<file path="src/design/orq_fifo.sv">
module orq_fifo #(
  parameter int unsigned WIDTH   = 8,
  parameter int unsigned ENTRIES = 2
) (
  input  logic             clk_i,
  input  logic             rst_ni,
  input  logic             push_i,
  input  logic [WIDTH-1:0] data_i,
  output logic             full_o,
  input  logic             pop_i,
  output logic [WIDTH-1:0] data_o,
  output logic             valid_o
);

  localparam int unsigned PW = (ENTRIES > 1) ? $clog2(ENTRIES) : 1;
  localparam int unsigned CW = $clog2(ENTRIES + 1);

  logic [WIDTH-1:0] mem_q [ENTRIES];
  logic [PW-1:0]    wr_ptr_q, wr_ptr_d, rd_ptr_q, rd_ptr_d;
  logic [CW-1:0]    cnt_q, cnt_d;
  logic             do_push, do_pop;

  assign full_o  = (cnt_q == CW'(ENTRIES));
  assign valid_o = (cnt_q != '0);
  assign data_o  = mem_q[rd_ptr_q];
  assign do_push = push_i && !full_o;
  assign do_pop  = pop_i && valid_o;

  always_comb begin
    wr_ptr_d = wr_ptr_q;
    rd_ptr_d = rd_ptr_q;
    cnt_d    = cnt_q;
    if (do_push) begin
      wr_ptr_d = (wr_ptr_q == PW'(ENTRIES - 1)) ? '0 : wr_ptr_q + 1'b1;
    end
    if (do_pop) begin
      rd_ptr_d = (rd_ptr_q == PW'(ENTRIES - 1)) ? '0 : rd_ptr_q + 1'b1;
    end
    if (do_push && !do_pop) begin
      cnt_d = cnt_q + 1'b1;
    end else if (!do_push && do_pop) begin
      cnt_d = cnt_q - 1'b1;
    end
  end

  always_ff @(posedge clk_i or negedge rst_ni) begin
    if (!rst_ni) begin
      wr_ptr_q <= '0;
      rd_ptr_q <= '0;
      cnt_q    <= '0;
    end else begin
      wr_ptr_q <= wr_ptr_d;
      rd_ptr_q <= rd_ptr_d;
      cnt_q    <= cnt_d;
    end
  end

  always_ff @(posedge clk_i) begin
    if (do_push) begin
      mem_q[wr_ptr_q] <= data_i;
    end
  end

endmodule

</file>
<file path="config.mk">
export PLATFORM = sky130hd
export DESIGN_NAME = orq_fifo
export DESIGN_NICKNAME = d
export VERILOG_FILES = /design/src/design/orq_fifo.sv
export SDC_FILE = /design/constraint.sdc
export NUM_CORES = 1
export LEC_CHECK = 0
export ABC_AREA = 0
export BUFFER_PORTS_ARGS = -buffer_cell sky130_fd_sc_hd__buf_2
export CORE_MARGIN = 2
export CORE_UTILIZATION = 50
export DETAILED_ROUTE_END_ITERATION = 7
export MAX_ROUTING_LAYER = met4
export PLACE_DENSITY = 0.79
export SYNTH_ARGS = -nofsm -noshare
export SYNTH_HDL_FRONTEND = slang
export SYNTH_SLANG_ARGS = --single-unit
export TNS_END_PERCENT = 5
</file>
<file path="constraint.sdc">
create_clock -name clk_i -period 3.6 [get_ports clk_i]
set_clock_uncertainty 0.05 [all_clocks]
set_input_delay 0.18 -clock clk_i [delete_from_list [all_inputs] [get_ports clk_i]]
set_output_delay 0.18 -clock clk_i [all_outputs]
set_load 0.02 [all_outputs]
</file>
; Yosys cells after proc, flatten, opt, wreduce, memory -nomap -nowiden
; Memories as Yosys holds them, arrays and structs flattened.
; Index checks and enable logic that the tools add are counted.
[word_totals]
in_bits = 12
ff_bits = 4
ram_bits = 16
output_inout_bits = 10
wordCells = 24
memories = 1
[memory_table]
columns = memory, words, width, read_ports, rd_clocked_by_memory_dff, wr, line
row1 = mem_q, 2, 8, 1, 0, 1, 18  ; logic [WIDTH-1:0] mem_q [ENTRIES];
[classes]
n_mux = 6
n_eq_ne = 1
n_reduce_logical = 9
add_sub_neg = 4
[ops]
columns = op, count
row1 = 1-bit logical AND, 4
row2 = 1-bit two-way mux, 4
row3 = 2-bit two-way mux, 2
row4 = 2-bit nonzero test, 2
row5 = 1-bit logical NOT, 3
row6 = 1-bit adder (second input constant), 2
row7 = 2-bit by 1-bit adder with 2-bit output (second input constant), 1
row8 = 2-bit == test (second input constant), 1
row9 = 2-bit by 1-bit subtractor with 2-bit output (second input constant), 1

; Longest topological paths before layout
[logic_depth]
depth_word = 7
ltp_mapped = 7

; Worst setup path before layout
; No wires, ideal clock.
[synth_path]
kind = register to register
start = register cnt_q[0]
end = memory mem_q[0][0] (enable)
setup_slack_ns = 2.194
setup_time_ns = 0.370
required_time_ns = 3.180
path_stages_with_launch = 4
synth_period_minus_slack_ns = 1.406
t_arrival_ns = 0.986
path_cell_list = dfrtp_1 nand2b_1 nand2_2 nor2_1
[synth_via]
elab_chain_cells = 5
[synth_rtl]
columns = item, line
row1 = start: declaration, 20  ; logic [CW-1:0] cnt_q, cnt_d;
row2 = start signal: assignment, 54  ; cnt_q <= cnt_d;
row3 = 2-bit == test, 23  ; assign full_o = (cnt_q == CW'(ENTRIES));
row4 = 1-bit logical NOT, 26  ; assign do_push = push_i && !full_o;
row5 = 1-bit logical AND, 26
row6 = 1-bit two-way mux, 59  ; if (do_push) begin
row7 = 1-bit two-way mux (implied by the code), 60  ; mem_q[wr_ptr_q] <= data_i;
row8 = end: declaration, 18
; No other way between the ends.

; Final worst setup path
[layout_path]
start = register rd_ptr_q
end = output port data_o[6]
[layout_via]
elab_chain_cells = 1
[layout_rtl]
columns = item, line
row1 = start: declaration, 19  ; logic [PW-1:0] wr_ptr_q, wr_ptr_d, rd_ptr_q, rd_ptr_d;
row2 = start signal: assignment, 53  ; rd_ptr_q <= rd_ptr_d;
row3 = memory 2 x 8 bit, --
row4 = end: declaration, 11  ; output logic [WIDTH-1:0] data_o,
; No other way between the ends.

==> flow_summary.yaml <==
logic_synthesis:
  async_flop_share_pct: 20.0
  synth-seq-cells: 20
  synth_edf_count: 16
  synthDistinctLibCells: 14
  syn_inst: 44
  ys_dominant_reg_cell: "edfxtp_1"
  synth_nets: 57
  syn_avg_cell_area_um2: 17.9
  syn_area_um2: 786
  ys_warn_count: 0
  ys_seq_area_share_pct: 73.9
sta:
  fin_crit_ps: 1640
  finalHoldViolCount: 0
  setup_tns_ps: 0
  rsz0062_at_grt: "false"
  slew_viol_final: 0
  setup_viol: 0
  post-route-period-util_pct: 45.5
  max_freq_mhz: 611
  max_slew.worst_pin.slew_ps: 639
  relSlewSlack_pct: 57.2
route:
  first_pass_iters: 3
  viasPerCell: 4.89
  ant_nets: 0
  num_vias: 425
  drt_iter0_drc: 9
  wl_mm: 1.14
  wl_per_cell_um: 13.1
  drc_errors: 0
die:
  core.rowCount: 14
  die_area_um2: 1900
  ioPinCount: 22
  core_um2: 1490
  fp.dieW_um: 43.6
  die_y_um: 43.6
  initial_core_util_pct: 52.8
run_status:
  outcome: "finished clean"
global_routing:
  grt_util_met3_pct: 5.00
  grt_pass1_vias: 406
  use_met1_pct: 15.3
  busiest_layer: "met2"
  grt_pass1_wl_mm: 1.77
  grt_max_degree: 12
  grt.total_usage_pct: 14.1
  overflow: 0
  antenna_found_initial: 0
  grt_util_met2_pct: 22.6
cells_and_area:
  final_common_cell: "buf_2"
  final_nets: 85
  area_growth_pct: 22.5
  antenna_cells: 0
  finalNonFillerCells: 87
  layout_common_cells: "buf_2, edfxtp_1, mux2_1, dfrtp_1"
  n_fill_cell: 114
  final_layout_size_suffix_gt1_share_pct: 38.0
  fin_area_um2: 962
power:
  finalPower_w: 0.000753
  peakVddDrop_v: 0.000438
  p_per_area_nw_per_um2: 783
  leakage_nw: 0.401
worst_setup_path:
  cp-end-kind: "primary output"
  r2r_slack_ps: 1990
  critPathKind: "reg -> out"
  arrival_ps: 1410
  crit_required_ps: 3370
  cp_max_fo: 9
  start_kind: "flop"
run:
  cap_violations: 0
clock_network:
  root_buffer: "clkbuf_4"
  htreeDepth: 1
  clkLatencyLatePin_ps: 290
  clk_pin_slew_ps: 100
  cts_buffers: 3
  cts_repair_resize_count: 0
  cts_buffer_depth: 2
  cts_tree: "yes"
  cts_setup_buffers: 0
  cts_sinks: 20
placement:
  placed_cell_area_um2: 906
  port_buffers: 21
  dp.cells: 80
  gp_congestion: 0.674
  dp_hpwl_um: 857
worst_hold_path:
  hold_class: "in -> reg"
-- sequential cells by signal (all words and copies together) (netlist names) --
name,cells
mem_q,16
wr_ptr_q,1
cnt_q,2
rd_ptr_q,1
-- critical path, stage by stage, from the launching register on --
cell and delay, ps:
dfrtp_1 590, mux2_1 370, buf_2 160
-- area by class of cell --
| class | count | area (µm²) | share of cell area (%) |
|---|---|---|---|
| Sequential cell | 20 | 581 | 60.3 |
| Clock buffer | 4 | 26.3 | 2.73 |
| Multi-Input combinational cell | 21 | 193 | 20.0 |
| Timing Repair Buffer | 24 | 135 | 14.0 |
| Inverter | 2 | 7.51 | 0.780 |
| Tap cell | 16 | 20.0 | 2.08 |
-- Yosys cell counts (2+ instances only) --
cell type	number	area, µm²
nor2_1	2	7.51
edfxtp_1	16	480
xor2_1	2	17.5
dfrtp_1	4	100
inv_1	2	7.51
mux2_1	8	90.1
xnor2_1	3	26.3
-- logic make-up (layout without fill, tap and decap cells) --
family | after synthesis | after routing | synth area share [%]
XOR/XNOR | 5 | 5 | 5.57
adder cells (fa/ha/maj) | 1 | 1 | 1.59
buffers and inverters | 3 | 30 | 1.59
flip-flops | 20 | 20 | 73.9
multiplexers | 8 | 8 | 11.5
AND/OR/NAND/NOR | 7 | 7 | 5.89
-- through the flow --
| step | hold WS, ps | worst slack (ps) | utilization [%] |
|---|---|---|---|
| finish | 21.3 | 1960 | 64.6 |
| global route | 4.52 | 1860 | 64.6 |
| CTS | 7.83 | 1930 | 63.3 |
| detailed placement | -58.6 | 1970 | 60.8 |
| global placement | -58.4 | 2080 | 60.8 |
| floorplan | -166 | 2190 | - |
-- worst paths after layout --
check,start,end,cells after the start
setup / recovery,rd_ptr_q,data_o[6],2
hold / removal,data_i[6],mem_q[0][6],1
setup reg to reg,cnt_q[0],mem_q[0][5],3
hold reg to reg,cnt_q[1],cnt_q[1],1
max in group asynchronous,rst_ni,rd_ptr_q,2
min in group asynchronous,rst_ni,cnt_q[0],2
-- metal layers --
layer / vias to the layer above / part of all wire [%] / wire length, µm
li1: 212 / - / -
met1: 197 / 39 / 447
met2: 12 / 54 / 614
met3: 4 / 5.0 / 57
met4: 0 / 1.7 / 19
met5: - / 0 / 0
-- repair_timing --
| action | in CTS | in global routing |
|---|---|---|
| endpoints found under the setup margin | 0 | 0 |
| hold buffers | 1 | 2 |
| hold endpoints to repair | 4 | 4 |
-- power by group --
part	total [W]	internal, W	leakage, nW	switching (W)
Combinational	0.000281	0.000121	0.191	0.000159
Sequential	0.000369	0.000323	0.195	0.0000455
Clock	0.000104	0.0000431	0.0150	0.0000605
Total	0.000753	0.000488	0.401	0.000265
No activity file was read; power rests on OpenSTA's default activity.
