<file path="src/design/orq_pkg.sv">
package orq_pkg;

  localparam int unsigned RecMaxW     = 64;
  localparam int unsigned CfgIdxW     = 1;
  localparam int unsigned CfgDataW    = 7;
  localparam logic [6:0]  MaxPopWords = 7'd64;

  localparam logic [1:0] OpPush  = 2'd0;
  localparam logic [1:0] OpPop   = 2'd1;
  localparam logic [1:0] OpClose = 2'd2;

  localparam logic [CfgIdxW-1:0] RegCapacity = 1'b0;
  localparam logic [CfgIdxW-1:0] RegWake     = 1'b1;

  typedef enum logic [1:0] {
    KindPush,
    KindPop,
    KindClose,
    KindNop
  } kind_e;

  typedef struct packed {
    kind_e              kind;
    logic [RecMaxW-1:0] rec;
    logic [6:0]         pop_max;
  } cmd_t;

  typedef struct packed {
    logic                valid;
    logic [CfgIdxW-1:0]  idx;
    logic [CfgDataW-1:0] data;
  } cfg_wr_t;

  typedef struct packed {
    logic               accepted;
    logic               wake;
    logic               rec_valid;
    logic [RecMaxW-1:0] rec;
    logic               last;
    logic [31:0]        dsp;
    logic [6:0]         queued;
    logic [63:0]        total;
  } res_t;

endpackage

</file>
<file path="src/design/orq_fifo.sv">
module orq_fifo #(
  parameter int unsigned WIDTH   = 8,
  parameter int unsigned ENTRIES = 2
) (
  input  logic             clk_i,
  input  logic             rst_ni,
  input  logic             push_i,
  input  logic [WIDTH-1:0] data_i,
  output logic             full_o,
  input  logic             pop_i,
  output logic [WIDTH-1:0] data_o,
  output logic             valid_o
);

  localparam int unsigned PW = (ENTRIES > 1) ? $clog2(ENTRIES) : 1;
  localparam int unsigned CW = $clog2(ENTRIES + 1);

  logic [WIDTH-1:0] mem_q [ENTRIES];
  logic [PW-1:0]    wr_ptr_q, wr_ptr_d, rd_ptr_q, rd_ptr_d;
  logic [CW-1:0]    cnt_q, cnt_d;
  logic             do_push, do_pop;

  assign full_o  = (cnt_q == CW'(ENTRIES));
  assign valid_o = (cnt_q != '0);
  assign data_o  = mem_q[rd_ptr_q];
  assign do_push = push_i && !full_o;
  assign do_pop  = pop_i && valid_o;

  always_comb begin
    wr_ptr_d = wr_ptr_q;
    rd_ptr_d = rd_ptr_q;
    cnt_d    = cnt_q;
    if (do_push) begin
      wr_ptr_d = (wr_ptr_q == PW'(ENTRIES - 1)) ? '0 : wr_ptr_q + 1'b1;
    end
    if (do_pop) begin
      rd_ptr_d = (rd_ptr_q == PW'(ENTRIES - 1)) ? '0 : rd_ptr_q + 1'b1;
    end
    if (do_push && !do_pop) begin
      cnt_d = cnt_q + 1'b1;
    end else if (!do_push && do_pop) begin
      cnt_d = cnt_q - 1'b1;
    end
  end

  always_ff @(posedge clk_i or negedge rst_ni) begin
    if (!rst_ni) begin
      wr_ptr_q <= '0;
      rd_ptr_q <= '0;
      cnt_q    <= '0;
    end else begin
      wr_ptr_q <= wr_ptr_d;
      rd_ptr_q <= rd_ptr_d;
      cnt_q    <= cnt_d;
    end
  end

  always_ff @(posedge clk_i) begin
    if (do_push) begin
      mem_q[wr_ptr_q] <= data_i;
    end
  end

endmodule

</file>
<file path="src/design/orq_front.sv">
module orq_front #(
  parameter int unsigned RECORD_WIDTH = 64
) (
  input  logic                    clk_i,
  input  logic                    rst_ni,
  input  logic                    push,
  output logic                    full,
  input  logic [1:0]              opcode_i,
  input  logic [RECORD_WIDTH-1:0] record_i,
  input  logic [6:0]              pop_max_i,
  output logic                    cmd_valid_o,
  output orq_pkg::cmd_t           cmd_o,
  input  logic                    cmd_pop_i
);

  orq_pkg::cmd_t                 cmd_in;
  logic [$bits(orq_pkg::cmd_t)-1:0] cmd_raw;

  always_comb begin
    cmd_in.rec     = orq_pkg::RecMaxW'(record_i);
    cmd_in.pop_max = pop_max_i;
    unique case (opcode_i)
      orq_pkg::OpPush:  cmd_in.kind = orq_pkg::KindPush;
      orq_pkg::OpPop:   cmd_in.kind = orq_pkg::KindPop;
      orq_pkg::OpClose: cmd_in.kind = orq_pkg::KindClose;
      default:          cmd_in.kind = orq_pkg::KindNop;
    endcase
  end

  orq_fifo #(
    .WIDTH  ($bits(orq_pkg::cmd_t)),
    .ENTRIES(2)
  ) u_cmd_q (
    .clk_i  (clk_i),
    .rst_ni (rst_ni),
    .push_i (push),
    .data_i (cmd_in),
    .full_o (full),
    .pop_i  (cmd_pop_i),
    .data_o (cmd_raw),
    .valid_o(cmd_valid_o)
  );

  assign cmd_o = orq_pkg::cmd_t'(cmd_raw);

endmodule

</file>
<file path="config.mk">
export PLATFORM = sky130hd
export DESIGN_NAME = orq_front
export DESIGN_NICKNAME = d
export VERILOG_FILES = /design/src/design/orq_pkg.sv /design/src/design/orq_fifo.sv /design/src/design/orq_front.sv
export SDC_FILE = /design/constraint.sdc
export NUM_CORES = 1
export LEC_CHECK = 0
export ABC_CLOCK_PERIOD_IN_PS = 4800
export BUFFER_PORTS_ARGS = -buffer_cell sky130_fd_sc_hd__buf_2
export CAP_MARGIN = 20
export CORE_MARGIN = 10
export CORE_UTILIZATION = 45
export CTS_CLUSTER_SIZE = 16
export DETAILED_ROUTE_END_ITERATION = 12
export PLACE_DENSITY = 0.74
export REMOVE_ABC_BUFFERS = 1
export SYNTH_ARGS = -nofsm -noshare
export SYNTH_HDL_FRONTEND = slang
export SYNTH_SLANG_ARGS = --single-unit
export TNS_END_PERCENT = 50
</file>
<file path="constraint.sdc">
create_clock -name clk_i -period 4.8 [get_ports clk_i]
set_clock_uncertainty 0.15 [all_clocks]
set_input_delay 0.48 -clock clk_i [delete_from_list [all_inputs] [get_ports clk_i]]
set_output_delay 0.48 -clock clk_i [all_outputs]
set_load 0.05 [all_outputs]
</file>
# Yosys cells after proc, flatten, opt, wreduce, memory -nomap -nowiden
# Memories as Yosys holds them, arrays and structs flattened.
# Cells that the tools add are included.
totals:
  register_bits: 4
  ramBits: 146
  inputBits: 77
  output_inout_bits: 75
  word_cells: 28
  n_memories: 1
classes:
  addsub: 4
  eq_ne: 3
  muxes: 7
  n_reduce_logical: 10
memory_table:
  columns: ["name", "words", "word_bits", "rd", "rd_ports_with_merged_regs", "wr", "line_no", "text"]
  rows:
  - ["u_cmd_q.mem_q", 2, 73, 1, 0, 1, "orq_fifo.sv:18", "logic [WIDTH-1:0] mem_q [ENTRIES];"]
op_table:
  columns: ["operator", "n"]
  rows:
  - ["$pmux W2 S3", 1]
  - ["$eq A2 B2 Y1 const B", 2]
  - ["$logic_and A1 B1 Y1", 4]
  - ["$mux W1", 4]
  - ["$mux W2", 2]
  - ["$reduce_bool A2 Y1", 2]
  - ["$logic_not A1 Y1", 3]
  - ["$add A1 B1 Y1 const B", 2]
  - ["$add A2 B1 Y2 const B", 1]
  - ["$eq A2 B1 Y1 const B", 1]
  - ["$logic_not A2 Y1", 1]
  - ["$sub A2 B1 Y2 const B", 1]

# Depth between registers and ports, before layout
logic_depth:
  word_depth: 7
  depth_mapped: 7
  depth_no_buf: 7

# Modules after synthesis
# A second synthesis with hierarchy kept.
unflattened:
  hier_cells: 248
  hier_area_um2: 5723.0
by_module_without_submodules:
  columns: ["module", "n_inst", "cells_per_inst", "area_per_inst_um2", "seq_area_each_um2"]
  rows:
  - ["orq_fifo", 1, 246, 5715.5, 4484.3]
  - ["orq_front", 1, 2, 7.5, 0.0]

# Least setup slack after synthesis
# OpenSTA, ideal clock, no wires.
synth_path:
  kind: "reg-to-reg"
  from: "register u_cmd_q.cnt_q[1]"
  to: "memory u_cmd_q.mem_q[0][0] (netlist bit), enable pin"
  setup_ns: 0.504
  arrival_ns: 3.686
  t_required_ns: 4.146
  setup_slack_ns: 0.459
  path_stages_with_launch: 4
  n_path_buf: 0
  period_less_slack_ns: 4.341
  cell_sequence: "dfrtp_1 -> or2b_2 -> nand2_1 -> nor2_1"
synth_between:
  elab_chain_cells: 5
synth_lines:
  columns: ["item", "line_no", "text"]
  rows:
  - ["start: declaration", "orq_fifo.sv:20", "logic [CW-1:0] cnt_q, cnt_d;"]
  - ["start signal: assignment", "orq_fifo.sv:54", "cnt_q <= cnt_d;"]
  - ["$eq A2 B2 Y1", "orq_fifo.sv:23", "assign full_o = (cnt_q == CW'(ENTRIES));"]
  - ["$logic_not A1 Y1", "orq_fifo.sv:26", "assign do_push = push_i && !full_o;"]
  - ["$logic_and A1 B1 Y1", "orq_fifo.sv:26", null]
  - ["$mux W1", "orq_fifo.sv:59", "if (do_push) begin"]
  - ["$mux W1 (implied by the code)", "orq_fifo.sv:60", "mem_q[wr_ptr_q] <= data_i;"]
  - ["end: declaration", "orq_fifo.sv:18", null]
# Every way passes these cells.

==> impl_metrics.json <==
{
  "synthCells": 248,
  "worstPathArrival_ps": 2260,
  "portBuffers": 151,
  "area_growth_pct": 27.5,
  "vias_per_cell": 4.64,
  "seq_area_sq_um": 4490,
  "start_util_pct": 45.7,
  "setup_viol": 0,
  "ant_nets": 0,
  "wl_um": 10700,
  "cts_tree": "done",
  "grt-ovfl-total": 0,
  "synth_compound_area_share_pct": 0,
  "drt-pass1-iter-count": 4,
  "clock_latency_ps": 410,
  "place_area_sq_um": 6650,
  "hold_class": "input pin to flop",
  "seq_power_share_pct": 34.8,
  "synth_fa_ha_area_share_pct": 0.219,
  "synth_top_family_by_area": "multiplexers",
  "syn-cell-area_sq_um": 5720,
  "drc": 0,
  "ys_types": 16,
  "yosys_register_bits": 150,
  "antenna_found_initial": 1,
  "hold_slack_ps": 106,
  "fillers": 981,
  "slew_violations": 0,
  "grt_pass1_vias": 3186,
  "worstSetupPathType": "flop to output port",
  "postCtsHoldBufs": 1,
  "cts_made_buffers": 17,
  "power_frac_comb_pct": 40.0,
  "grt_pass1_wl_um": 16900,
  "rsz0062_at_grt": "false",
  "ys_warn_count": 0,
  "worst_ir_drop_vdd_mv": 0.388,
  "yosys.area_share.xor_xnor_pct": 0.765,
  "htree_levels": 4,
  "tightest_slew_ps": 1020,
  "fin_crit_sh_pct": 60.3,
  "final_cells": 599,
  "p_leak_nw": 2.94,
  "dp_cells": 565,
  "drive_gt1_share_pct": 61.5,
  "clkPwrFrac_pct": 25.2,
  "fp.dieH_um": 133,
  "powerDensity_nw_per_um2": 759,
  "die_w_um": 133,
  "hold_viol_final": 0,
  "cts_resized": 0,
  "dp_slack_ps": 2300,
  "p_sw_share_pct": 38.3,
  "fin_ws_ps": 1910,
  "cts.sinks": 150,
  "clk_pin_slew_ps": 60,
  "relSlewSlack_pct": 32.2,
  "tns_ps": 0,
  "drt_iter0_markers": 156,
  "vias": 2778,
  "core_area_sq_um": 12500,
  "period_needed_ps": 2890,
  "rows": 41,
  "clock.fmax_ghz": 0.346,
  "die_area_sq_um": 17600,
  "cts_buffer_depth": 2,
  "route.detailed.wl_per_inst_um": 17.9,
  "required_ps": 4170,
  "crit_path_end_kind": "output port",
  "gp_congestion": 0.679,
  "syn_area_per_cell_sq_um": 23.1,
  "dp_hpwl_um": 7540,
  "synthMuxAreaShare_pct": 18.3,
  "multiInputGateArea_sq_um": 1150,
  "critical_path_peak_fanout": 27,
  "p_int_mw": 3.42,
  "io_pins": 152,
  "maxCapViolCount": 0,
  "ys_seq_area_share_pct": 78.4,
  "yosys.area_share.simple_pct": 0.634,
  "outcome": "complete, no violations",
  "design_area_sq_um": 7300,
  "num-nets-final": 491,
  "netSwitchingPower_mw": 2.12,
  "start_kind": "flop",
  "post_cts_buffers": 0,
  "cts-root-buf": "clkbuf_16",
  "grt_usage_pct": 12.5,
  "grt_max_degree": 74
}
[synthesized netlist by cell type, drive strengths merged]
master / instances / share of area [%]
edfxtp: 146 / 77
mux2: 73 / 18
buf: 8 / 1.5
dfrtp: 4 / 1.7
xnor2: 3 / 0.46
clkbuf: 2 / 0.13
inv: 2 / 0.13
nand2: 2 / 0.13
nor2: 2 / 0.13
xor2: 2 / 0.31
and3: 1 / 0.11
ha: 1 / 0.22
or2: 1 / 0.11
or2b: 1 / 0.15
[metal layers]
layer	routed length (um)	up-vias	global-route usage [%]
met5	0	-	0
met4	117	0	6.11
met3	886	10	6.21
met2	5460	101	20.7
met1	4240	1359	12.9
li1	-	1308	-
[worst paths after layout]
kind / cells after the start / slack (ps) / start / end
max: 3 / 1910 / u_cmd_q.rd_ptr_q / cmd_o[45]
min in group asynchronous: 2 / 270 / rst_ni / u_cmd_q.rd_ptr_q
min reg2reg: 1 / 350 / u_cmd_q.cnt_q[1] / u_cmd_q.cnt_q[1]
max reg2reg: 2 / 2750 / u_cmd_q.cnt_q[1] / u_cmd_q.mem_q[1][42]
min: 1 / 110 / record_i[10] / u_cmd_q.mem_q[0][17]
max in group asynchronous: 2 / 4090 / rst_ni / u_cmd_q.rd_ptr_q
[kinds of logic (layout without fill, tap and decap cells)]
| kind of cell | Yosys count | count (layout) |
|---|---|---|
| flops | 150 | 150 |
| mux | 73 | 73 |
| buf+inv | 12 | 190 |
| simple gates | 7 | 7 |
| xor+xnor | 5 | 5 |
| fa+ha+maj | 1 | 1 |
| other cells | 0 | 1 |
[area by class of cell]
cell class / count / area share [%]
Multi-Input combinational cell: 86 / 15.8
Tap cell: 172 / 2.95
Antenna cell: 1 / 0.0343
Timing Repair Buffer: 156 / 10.9
Sequential cell: 150 / 61.5
Inverter: 2 / 0.103
Clock inverter: 8 / 1.97
Clock buffer: 24 / 6.74
[state kept, by name, summed over array words and instances, names as in the netlist]
register	count
u_cmd_q.wr_ptr_q	1
u_cmd_q.rd_ptr_q	1
u_cmd_q.cnt_q	2
u_cmd_q.mem_q	146
[power groups by stage]
stage	registers (mW)	clock network [mW]	logic, mW
3_3_place_gp	1.94	0	2.24
5_1_grt	1.96	1.49	2.33
3_5_place_dp	1.96	0	2.25
2_1_floorplan	2.02	0	1.79
4_1_cts	1.94	1.43	2.26
6_report	1.93	1.39	2.22
[per-stage QoR]
stage	total power, mW	utilization (%)
after global routing	5.78	58.3
after CTS	5.62	58.3
final	5.54	58.3
after detailed placement	4.22	53.1
after global placement	4.18	53.1
after floorplan	3.81	-
[layout by cell type (no fill, tap or decap), drive strengths merged]
| cell type | synthesis | final |
|---|---|---|
| clkinv | 0 | 3 |
| or2b | 1 | 1 |
| dfrtp | 4 | 4 |
| xnor2 | 3 | 3 |
| buf | 8 | 155 |
| ha | 1 | 1 |
| clkbuf | 2 | 24 |
| and3 | 1 | 1 |
| inv | 2 | 3 |
| diode | 0 | 1 |
| edfxtp | 146 | 146 |
| xor2 | 2 | 2 |
| bufinv | 0 | 4 |
| nor2 | 2 | 2 |
| or2 | 1 | 1 |
| nand2 | 2 | 2 |
| dlygate4sd3 | 0 | 1 |
| mux2 | 73 | 73 |
[worst max-delay path: stages (launching register included)]
cell and delay (ps):
dfrtp_4 710, buf_4 510, mux2_2 400, buf_2 210
Power figures use the tool's default switching activity.
