File: src/design/orq_pkg.sv
package orq_pkg;

  localparam int unsigned RecMaxW     = 64;
  localparam int unsigned CfgIdxW     = 1;
  localparam int unsigned CfgDataW    = 7;
  localparam logic [6:0]  MaxPopWords = 7'd64;

  localparam logic [1:0] OpPush  = 2'd0;
  localparam logic [1:0] OpPop   = 2'd1;
  localparam logic [1:0] OpClose = 2'd2;

  localparam logic [CfgIdxW-1:0] RegCapacity = 1'b0;
  localparam logic [CfgIdxW-1:0] RegWake     = 1'b1;

  typedef enum logic [1:0] {
    KindPush,
    KindPop,
    KindClose,
    KindNop
  } kind_e;

  typedef struct packed {
    kind_e              kind;
    logic [RecMaxW-1:0] rec;
    logic [6:0]         pop_max;
  } cmd_t;

  typedef struct packed {
    logic                valid;
    logic [CfgIdxW-1:0]  idx;
    logic [CfgDataW-1:0] data;
  } cfg_wr_t;

  typedef struct packed {
    logic               accepted;
    logic               wake;
    logic               rec_valid;
    logic [RecMaxW-1:0] rec;
    logic               last;
    logic [31:0]        dsp;
    logic [6:0]         queued;
    logic [63:0]        total;
  } res_t;

endpackage

File: src/design/orq_back.sv
module orq_back #(
  parameter int unsigned DEPTH        = 64,
  parameter int unsigned RECORD_WIDTH = 64
) (
  input  logic             clk_i,
  input  logic             rst_ni,
  input  orq_pkg::cfg_wr_t cfg_i,
  input  logic             cmd_valid_i,
  input  orq_pkg::cmd_t    cmd_i,
  output logic             cmd_pop_o,
  input  logic             res_full_i,
  output logic             res_push_o,
  output orq_pkg::res_t    res_o
);

  localparam int unsigned AW       = $clog2(DEPTH);
  localparam int unsigned SW       = ((AW > 7) ? AW : 7) + 1;
  localparam int unsigned CapLimit = (DEPTH < 127) ? DEPTH : 127;

  localparam logic [1:0] ST_IDLE = 2'd0;
  localparam logic [1:0] ST_READ = 2'd1;
  localparam logic [1:0] ST_EMIT = 2'd2;

  function automatic logic [AW-1:0] wrap_add(logic [AW-1:0] a, logic [6:0] b);
    logic [SW-1:0] s;
    s = SW'(a) + SW'(b);
    if (s >= SW'(DEPTH)) begin
      s = s - SW'(DEPTH);
    end
    return s[AW-1:0];
  endfunction

  logic [RECORD_WIDTH-1:0] ring_q [DEPTH];
  logic [RECORD_WIDTH-1:0] rd_data_q;

  logic [1:0]    state_q, state_d;
  logic [AW-1:0] head_q, head_d;
  logic [6:0]    count_q, count_d;
  logic [31:0]   dsp_q, dsp_d;
  logic [63:0]   total_q, total_d;
  logic          closed_q, closed_d;
  logic [AW-1:0] rd_ptr_q, rd_ptr_d;
  logic [6:0]    remain_q, remain_d;
  logic [31:0]   dsp_hold_q, dsp_hold_d;
  logic [6:0]    capacity_q;
  logic          wake_en_q;

  logic [6:0]    cap_eff, pop_n, pop_m;
  logic [AW-1:0] wr_addr;
  logic          mem_we;

  always_comb begin
    cap_eff = (capacity_q == '0) ? 7'd1 : capacity_q;
    if (cap_eff > 7'(CapLimit)) begin
      cap_eff = 7'(CapLimit);
    end
    pop_m = (cmd_i.pop_max < count_q) ? cmd_i.pop_max : count_q;
    pop_n = (pop_m < orq_pkg::MaxPopWords) ? pop_m : orq_pkg::MaxPopWords;
  end

  assign wr_addr = wrap_add(head_q, count_q);

  always_comb begin
    state_d    = state_q;
    head_d     = head_q;
    count_d    = count_q;
    dsp_d      = dsp_q;
    total_d    = total_q;
    closed_d   = closed_q;
    rd_ptr_d   = rd_ptr_q;
    remain_d   = remain_q;
    dsp_hold_d = dsp_hold_q;
    cmd_pop_o  = 1'b0;
    res_push_o = 1'b0;
    mem_we     = 1'b0;
    res_o      = '0;
    unique case (state_q)
      ST_IDLE: begin
        if (cmd_valid_i && !res_full_i) begin
          cmd_pop_o  = 1'b1;
          res_push_o = 1'b1;
          res_o.last = 1'b1;
          case (cmd_i.kind)
            orq_pkg::KindPush: begin
              if (!closed_q) begin
                mem_we         = 1'b1;
                res_o.accepted = 1'b1;
                res_o.wake     = (count_q == '0) && wake_en_q;
                if (count_q >= cap_eff) begin
                  head_d = wrap_add(head_q, 7'd1);
                  if (dsp_q != '1) begin
                    dsp_d = dsp_q + 32'd1;
                  end
                  if (total_q != '1) begin
                    total_d = total_q + 64'd1;
                  end
                end else begin
                  count_d = count_q + 7'd1;
                end
              end
            end
            orq_pkg::KindPop: begin
              res_o.dsp = dsp_q;
              dsp_d     = '0;
              head_d    = wrap_add(head_q, pop_n);
              count_d   = count_q - pop_n;
              if (pop_n != '0) begin
                res_push_o = 1'b0;
                dsp_hold_d = dsp_q;
                rd_ptr_d   = head_q;
                remain_d   = pop_n;
                state_d    = ST_READ;
              end
            end
            orq_pkg::KindClose: begin
              closed_d = 1'b1;
              head_d   = '0;
              count_d  = '0;
            end
            default: ;
          endcase
        end
      end
      ST_READ: begin
        state_d = ST_EMIT;
      end
      ST_EMIT: begin
        if (!res_full_i) begin
          res_push_o      = 1'b1;
          res_o.rec_valid = 1'b1;
          res_o.rec       = orq_pkg::RecMaxW'(rd_data_q);
          res_o.last      = (remain_q == 7'd1);
          res_o.dsp       = dsp_hold_q;
          rd_ptr_d        = wrap_add(rd_ptr_q, 7'd1);
          remain_d        = remain_q - 7'd1;
          state_d         = (remain_q == 7'd1) ? ST_IDLE : ST_READ;
        end
      end
      default: state_d = ST_IDLE;
    endcase
    res_o.queued = count_d;
    res_o.total  = total_d;
  end

  always_ff @(posedge clk_i or negedge rst_ni) begin
    if (!rst_ni) begin
      state_q    <= ST_IDLE;
      head_q     <= '0;
      count_q    <= '0;
      dsp_q      <= '0;
      total_q    <= '0;
      closed_q   <= 1'b0;
      rd_ptr_q   <= '0;
      remain_q   <= '0;
      dsp_hold_q <= '0;
      capacity_q <= 7'd64;
      wake_en_q  <= 1'b1;
    end else begin
      state_q    <= state_d;
      head_q     <= head_d;
      count_q    <= count_d;
      dsp_q      <= dsp_d;
      total_q    <= total_d;
      closed_q   <= closed_d;
      rd_ptr_q   <= rd_ptr_d;
      remain_q   <= remain_d;
      dsp_hold_q <= dsp_hold_d;
      if (cfg_i.valid) begin
        unique case (cfg_i.idx)
          orq_pkg::RegCapacity: capacity_q <= cfg_i.data;
          orq_pkg::RegWake:     wake_en_q  <= cfg_i.data[0];
          default: ;
        endcase
      end
    end
  end

  always_ff @(posedge clk_i) begin
    if (mem_we) begin
      ring_q[wr_addr] <= cmd_i.rec[RECORD_WIDTH-1:0];
    end
    if (state_q == ST_READ) begin
      rd_data_q <= ring_q[rd_ptr_q];
    end
  end

endmodule

File: config.mk
export PLATFORM = sky130hd
export DESIGN_NAME = orq_back
export DESIGN_NICKNAME = d
export VERILOG_FILES = /design/src/design/orq_pkg.sv /design/src/design/orq_back.sv
export SDC_FILE = /design/constraint.sdc
export NUM_CORES = 2
export LEC_CHECK = 0
export BUFFER_PORTS_ARGS = -buffer_cell sky130_fd_sc_hd__clkbuf_2
export CAP_MARGIN = 20
export CORE_MARGIN = 10
export CORE_UTILIZATION = 55
export DETAILED_ROUTE_END_ITERATION = 16
export PLACE_DENSITY = 0.71
export SLEW_MARGIN = 15
export SYNTH_ARGS = -nofsm -noshare
export SYNTH_HDL_FRONTEND = slang
export SYNTH_SLANG_ARGS = --single-unit
File: constraint.sdc
create_clock -name clk_i -period 17 [get_ports clk_i]
set_clock_uncertainty 0.15 [all_clocks]
set_input_delay 0 -clock clk_i [delete_from_list [all_inputs] [get_ports clk_i]]
set_output_delay 0 -clock clk_i [all_outputs]
set_load 0.005 [all_outputs]
# Word-level counts from Yosys, hierarchy flattened
# Memories as Yosys holds them, arrays and structs flattened. A register that Yosys moved wholly into a read port is not among the register bits.
# Cells that the tools add are included.
# totals
ff_bits	165
mem_bits_rw	4096
in_bits	86
out_inout_bits	173
elab_cells	131
n_memories	1
# mem_list
memory	words	word_bits	rd	rd_clocked_by_memory_dff	wr	line_no	text
ring_q	64	64	1	1	1	orq_back.sv:33	logic [RECORD_WIDTH-1:0] ring_q [DEPTH];
# classes
add_sub_neg	13
n_lt_le_gt_ge	8
n_eq_ne	14
muxes	64
bitwise_logic	1
reduce_logical	19
# op_table
cell	n
64-bit two-way mux	6
32-bit two-way mux	4
98-bit two-way mux	1
7-bit two-way mux	12
33-bit one-hot mux with 2 select lines	1
65-bit two-way mux	1
64-bit by 1-bit adder with 64-bit output, second input constant	1
64-bit != test, second input constant	1
32-bit one-hot mux with 2 select lines	1
6-bit two-way mux	10
33-bit two-way mux	1
32-bit by 1-bit adder with 32-bit output, second input constant	1
32-bit != test, second input constant	1
6-bit by 1-bit subtractor with 6-bit output, second input constant	4
7-bit one-hot mux with 3 select lines	1
6-bit one-hot mux with 3 select lines	1
6-bit by 7-bit adder with 8-bit output	2
8-bit by 7-bit >= comparator with 1-bit output, second input constant	2
2-bit two-way mux	8
6-bit by 1-bit adder with 7-bit output, second input constant	2
7-bit >= comparator, second input constant	2
7-bit logical NOT	2
7-bit one-hot mux with 2 select lines	1
1-bit two-way mux	13
27 further kinds	40

# Logic depth before layout (Yosys ltp)
# depth
ltp_word	10
depth_mapped	20
ltp_nobuf	18

# Worst setup path after synthesis
# No wires, ideal clock.
# synth_path
kind	register -> register
start	register count_q[1]
end	memory ring_q[59][0] (enable)
setup_ns	0.487
arrival_ns	4.697
t_required_ns	16.363
path_slack_ns	11.666
stages_incl_launch_ff	9
path_buffers	0
period_less_slack_ns	5.334
cell_sequence	dfrtp_1 > ha_1 > a21o_1 > a21oi_1 > o21bai_1 > a21oi_1 > xor2_1 > nand2_1 > nor2_1
# synth_between
elab_chain_len	3
elab_cells_between_ends	4
classes_between	2 x add/sub; 1 x order compare; 1 x mux
# synth_lines
item	line_no	text
start: declaration	orq_back.sv:38	logic [6:0] count_q, count_d;
start signal: assignment	orq_back.sv:161	count_q <= count_d;
6-bit by 7-bit adder with 8-bit output *	orq_back.sv:26	s = SW'(a) + SW'(b);
8-bit by 7-bit >= comparator with 1-bit output or 6-bit by 1-bit subtractor with 6-bit output (tied branches)	orq_back.sv:27, orq_back.sv:28	
6-bit two-way mux *	orq_back.sv:27	if (s >= SW'(DEPTH)) begin
end: declaration	orq_back.sv:33	
# Mark *: on every way between the ends. The rest lies on a longest branch, timed or not.

==> reports/metrics.cfg <==
[run_status]
status=finished, final reports clean

[route]
drc_errors=0
routed_wl_mm=450
drt_pass1_iterations=8
first_iter_violations=13000
avgRoutedWirePerCell_um=37.2
via_per_inst=6.90
antenna_left=0
vias=83500

[yosys]
ys_seq_elements=4325
yosys.cell_types.count=74
syn-mean-instance-area_um2=23.6
synth_nets=7191
synth_top_area_cell=edfxtp_1
synth_edf_count=4160
yosys-top-cells-count=edfxtp_1, mux4_2, clkbuf_1, nand2_1, dfrtp_1
ys_async_sr_fraction=0.0382
synth.most_common_cell=edfxtp_1
syn-cell-area_um2=167000
synthTopCellsByArea=edfxtp_1, mux4_2, dfrtp_1
synthCells=7066
synthFlopType=edfxtp_1
ys_warn_count=0
synth_top_area_share=0.750
yosysSeqAreaShare=0.775

[placement]
routabilityCongestion=0.800
io_buffers=258
hpwl_mm=224
dp_cells=11100
dp_slack_ns=10.80

[setup_path]
cp_slowest_cell=dfrtp_4
critPathArrivalTime_ns=6.61
cpLargestDelayFamily=buffers and inverters
crit_buf_inv=4
cp_max_fo=48
critical_path.most_common_cell=buf_4
worstPathRequired_ns=17.52
reg2reg_slack_ns=10.91
start_kind=flop
path_cells=buf_4 > buf_4 > buf_4 > buf_4 > mux4_2 > mux4_2 > a22oi_1 > nand2_1
worstSetupEndpointType=flop
crit_type=reg -> reg
max_stage_delay_ns=0.95

[sta]
hold_viol=0
rsz0062_at_grt=no
slew_headroom=0.204
slew_viol_final=0
post-route-period-util=0.358
tightest_slew_ns=1.19
fin_crit_ns=6.09
timing.fmax_mhz=164
finalWorstSetupSlack_ns=10.91
setup_viol=0
tns_ns=0

[floorplan]
io_pins=259
die_h_um=570
start_util=0.554
core_area_um2=301000
die-area_um2=325000
fp.dieW_um=570
row_count=201

[clocking]
cts_sinks=4325
clk_path_buf_depth=4
cts_tree=done
clk_pin_slew_ns=0.07
ctsHtreeMaxLevel=5
root_buffer=clkbuf_16
clkLatencyLatePin_ns=0.99
cts_buffers=420

[power_and_ir_drop]
p_leak_uw=0.0601
power.density_nw_per_um2=148
max-vdd-ir-drop_mv=0.142

[layout]
regArea_um2=129000
fill_cells=19200
multi_input_area_um2=36400
areaGrowthSynthToFinish_pct=13.8
final_nets=7901
stdcell_count=12100
final_layout_size_suffix_gt1_frac=0.311

[grt]
grt_max_degree=143
grt_usage=0.272
grt_antenna_before_repair=34
grt_pass1_wl_mm=630
overflow=0
grt_pass1_vias=81700

[min_path]
hold_class=in -> reg

[flow_run]
max_cap_viol_count=0

[per-stage QoR]
| step | util | total power (uW) | instance area, um^2 | hold slack, ns |
|---|---|---|---|---|
| final | 0.631 | 28100 | 190000 | 0.00798 |
| after global routing | 0.631 | 29000 | 190000 | 0.00693 |
| after global placement | 0.577 | 18800 | 173000 | -0.0191 |
| after CTS | 0.627 | 28200 | 188000 | 0.00212 |
| after floorplan | - | 16900 | 167000 | -0.446 |
| after detailed placement | 0.577 | 18900 | 174000 | -0.0147 |
[layout by cell type (no fill, tap or decap), types with 25 or more instances in the layout]
master         instances
buf_2                 25
clkbuf_2             231
xnor2_1               67
bufinv_16             47
ha_1                  36
clkbuf_16            427
nand4_1               38
clkinv_2              76
xor2_1                42
inv_1                 33
nand3_1               50
buf_4                193
nand2_1              165
nor2_1                88
buf_12                42
dfrtp_1              159
a22o_1                32
a22oi_1              129
nor2_4                66
edfxtp_1            4160
clkinv_1              91
dlygate4sd3_1        138
and2_1                67
mux2_2                42
o21ai_0               39
a21oi_1               32
mux4_2              1280
nor3_1                26
clkbuf_1              82
[cell type report]
cell class | count | area share
Multi-Input combinational cell | 2353 | 0.192
Timing Repair Buffer | 640 | 0.0276
Clock buffer | 513 | 0.0583
Sequential cell | 4325 | 0.681
Inverter | 36 | 0.000753
Clock inverter | 254 | 0.0142
Tap cell | 3958 | 0.0261
Antenna cell | 16 | 0.000211
[per-layer routing]
layer | vias up | track usage | part of all wire
met5 | - | 0 | 0.00021
met4 | 16 | 0.0812 | 0.035
met3 | 857 | 0.0634 | 0.13
met2 | 6204 | 0.419 | 0.47
met1 | 44700 | 0.396 | 0.37
li1 | 31700 | - | -
[state kept, by name, summed over array words and instances, names as in the netlist]
signal / count
rd_data_q: 64
count_q: 7
ring_q: 4096
head_q: 6
wake_en_q: 1
capacity_q: 7
remain_q: 7
rd_ptr_q: 6
closed_q: 1
dsp_hold_q: 32
total_q: 64
state_q: 2
dsp_q: 32
[cell families after synthesis]
family                     share of synthesized area
and+or+nand+nor                               0.0181
xor gates and xnor gates                     0.00573
buffers and inverters                        0.00975
DFF                                            0.775
adders and majority gates                    0.00307
muxes                                          0.176
AOI/OAI and AO/OA                             0.0121
[power breakdown]
part	switching, uW	internal, uW
Combinational	3500	3200
Sequential	249	11900
Clock	3970	5340
Total	7720	20400
[final timing paths]
check | to | from | cells after the start
worst max-delay path | rd_data_q[31] | rd_ptr_q[0] | 8
worst min-delay path | ring_q[3][50] | cmd_i[57] | 2
worst max register to register | rd_data_q[31] | rd_ptr_q[0] | 8
min in group asynchronous | dsp_hold_q[26] | rst_ni | 4
worst min register to register | total_q[20] | total_q[20] | 1
max in group asynchronous | total_q[51] | rst_ni | 4
[timing repair]
| item | 4_1_cts | 5_1_grt |
|---|---|---|
| hold buffers | 118 | 21 |
| hold endpoints to repair | 4267 | 313 |
| buffers inserted | 0 | 0 |
| resized for setup | 0 | 0 |
(Power assumes the default switching activity.)
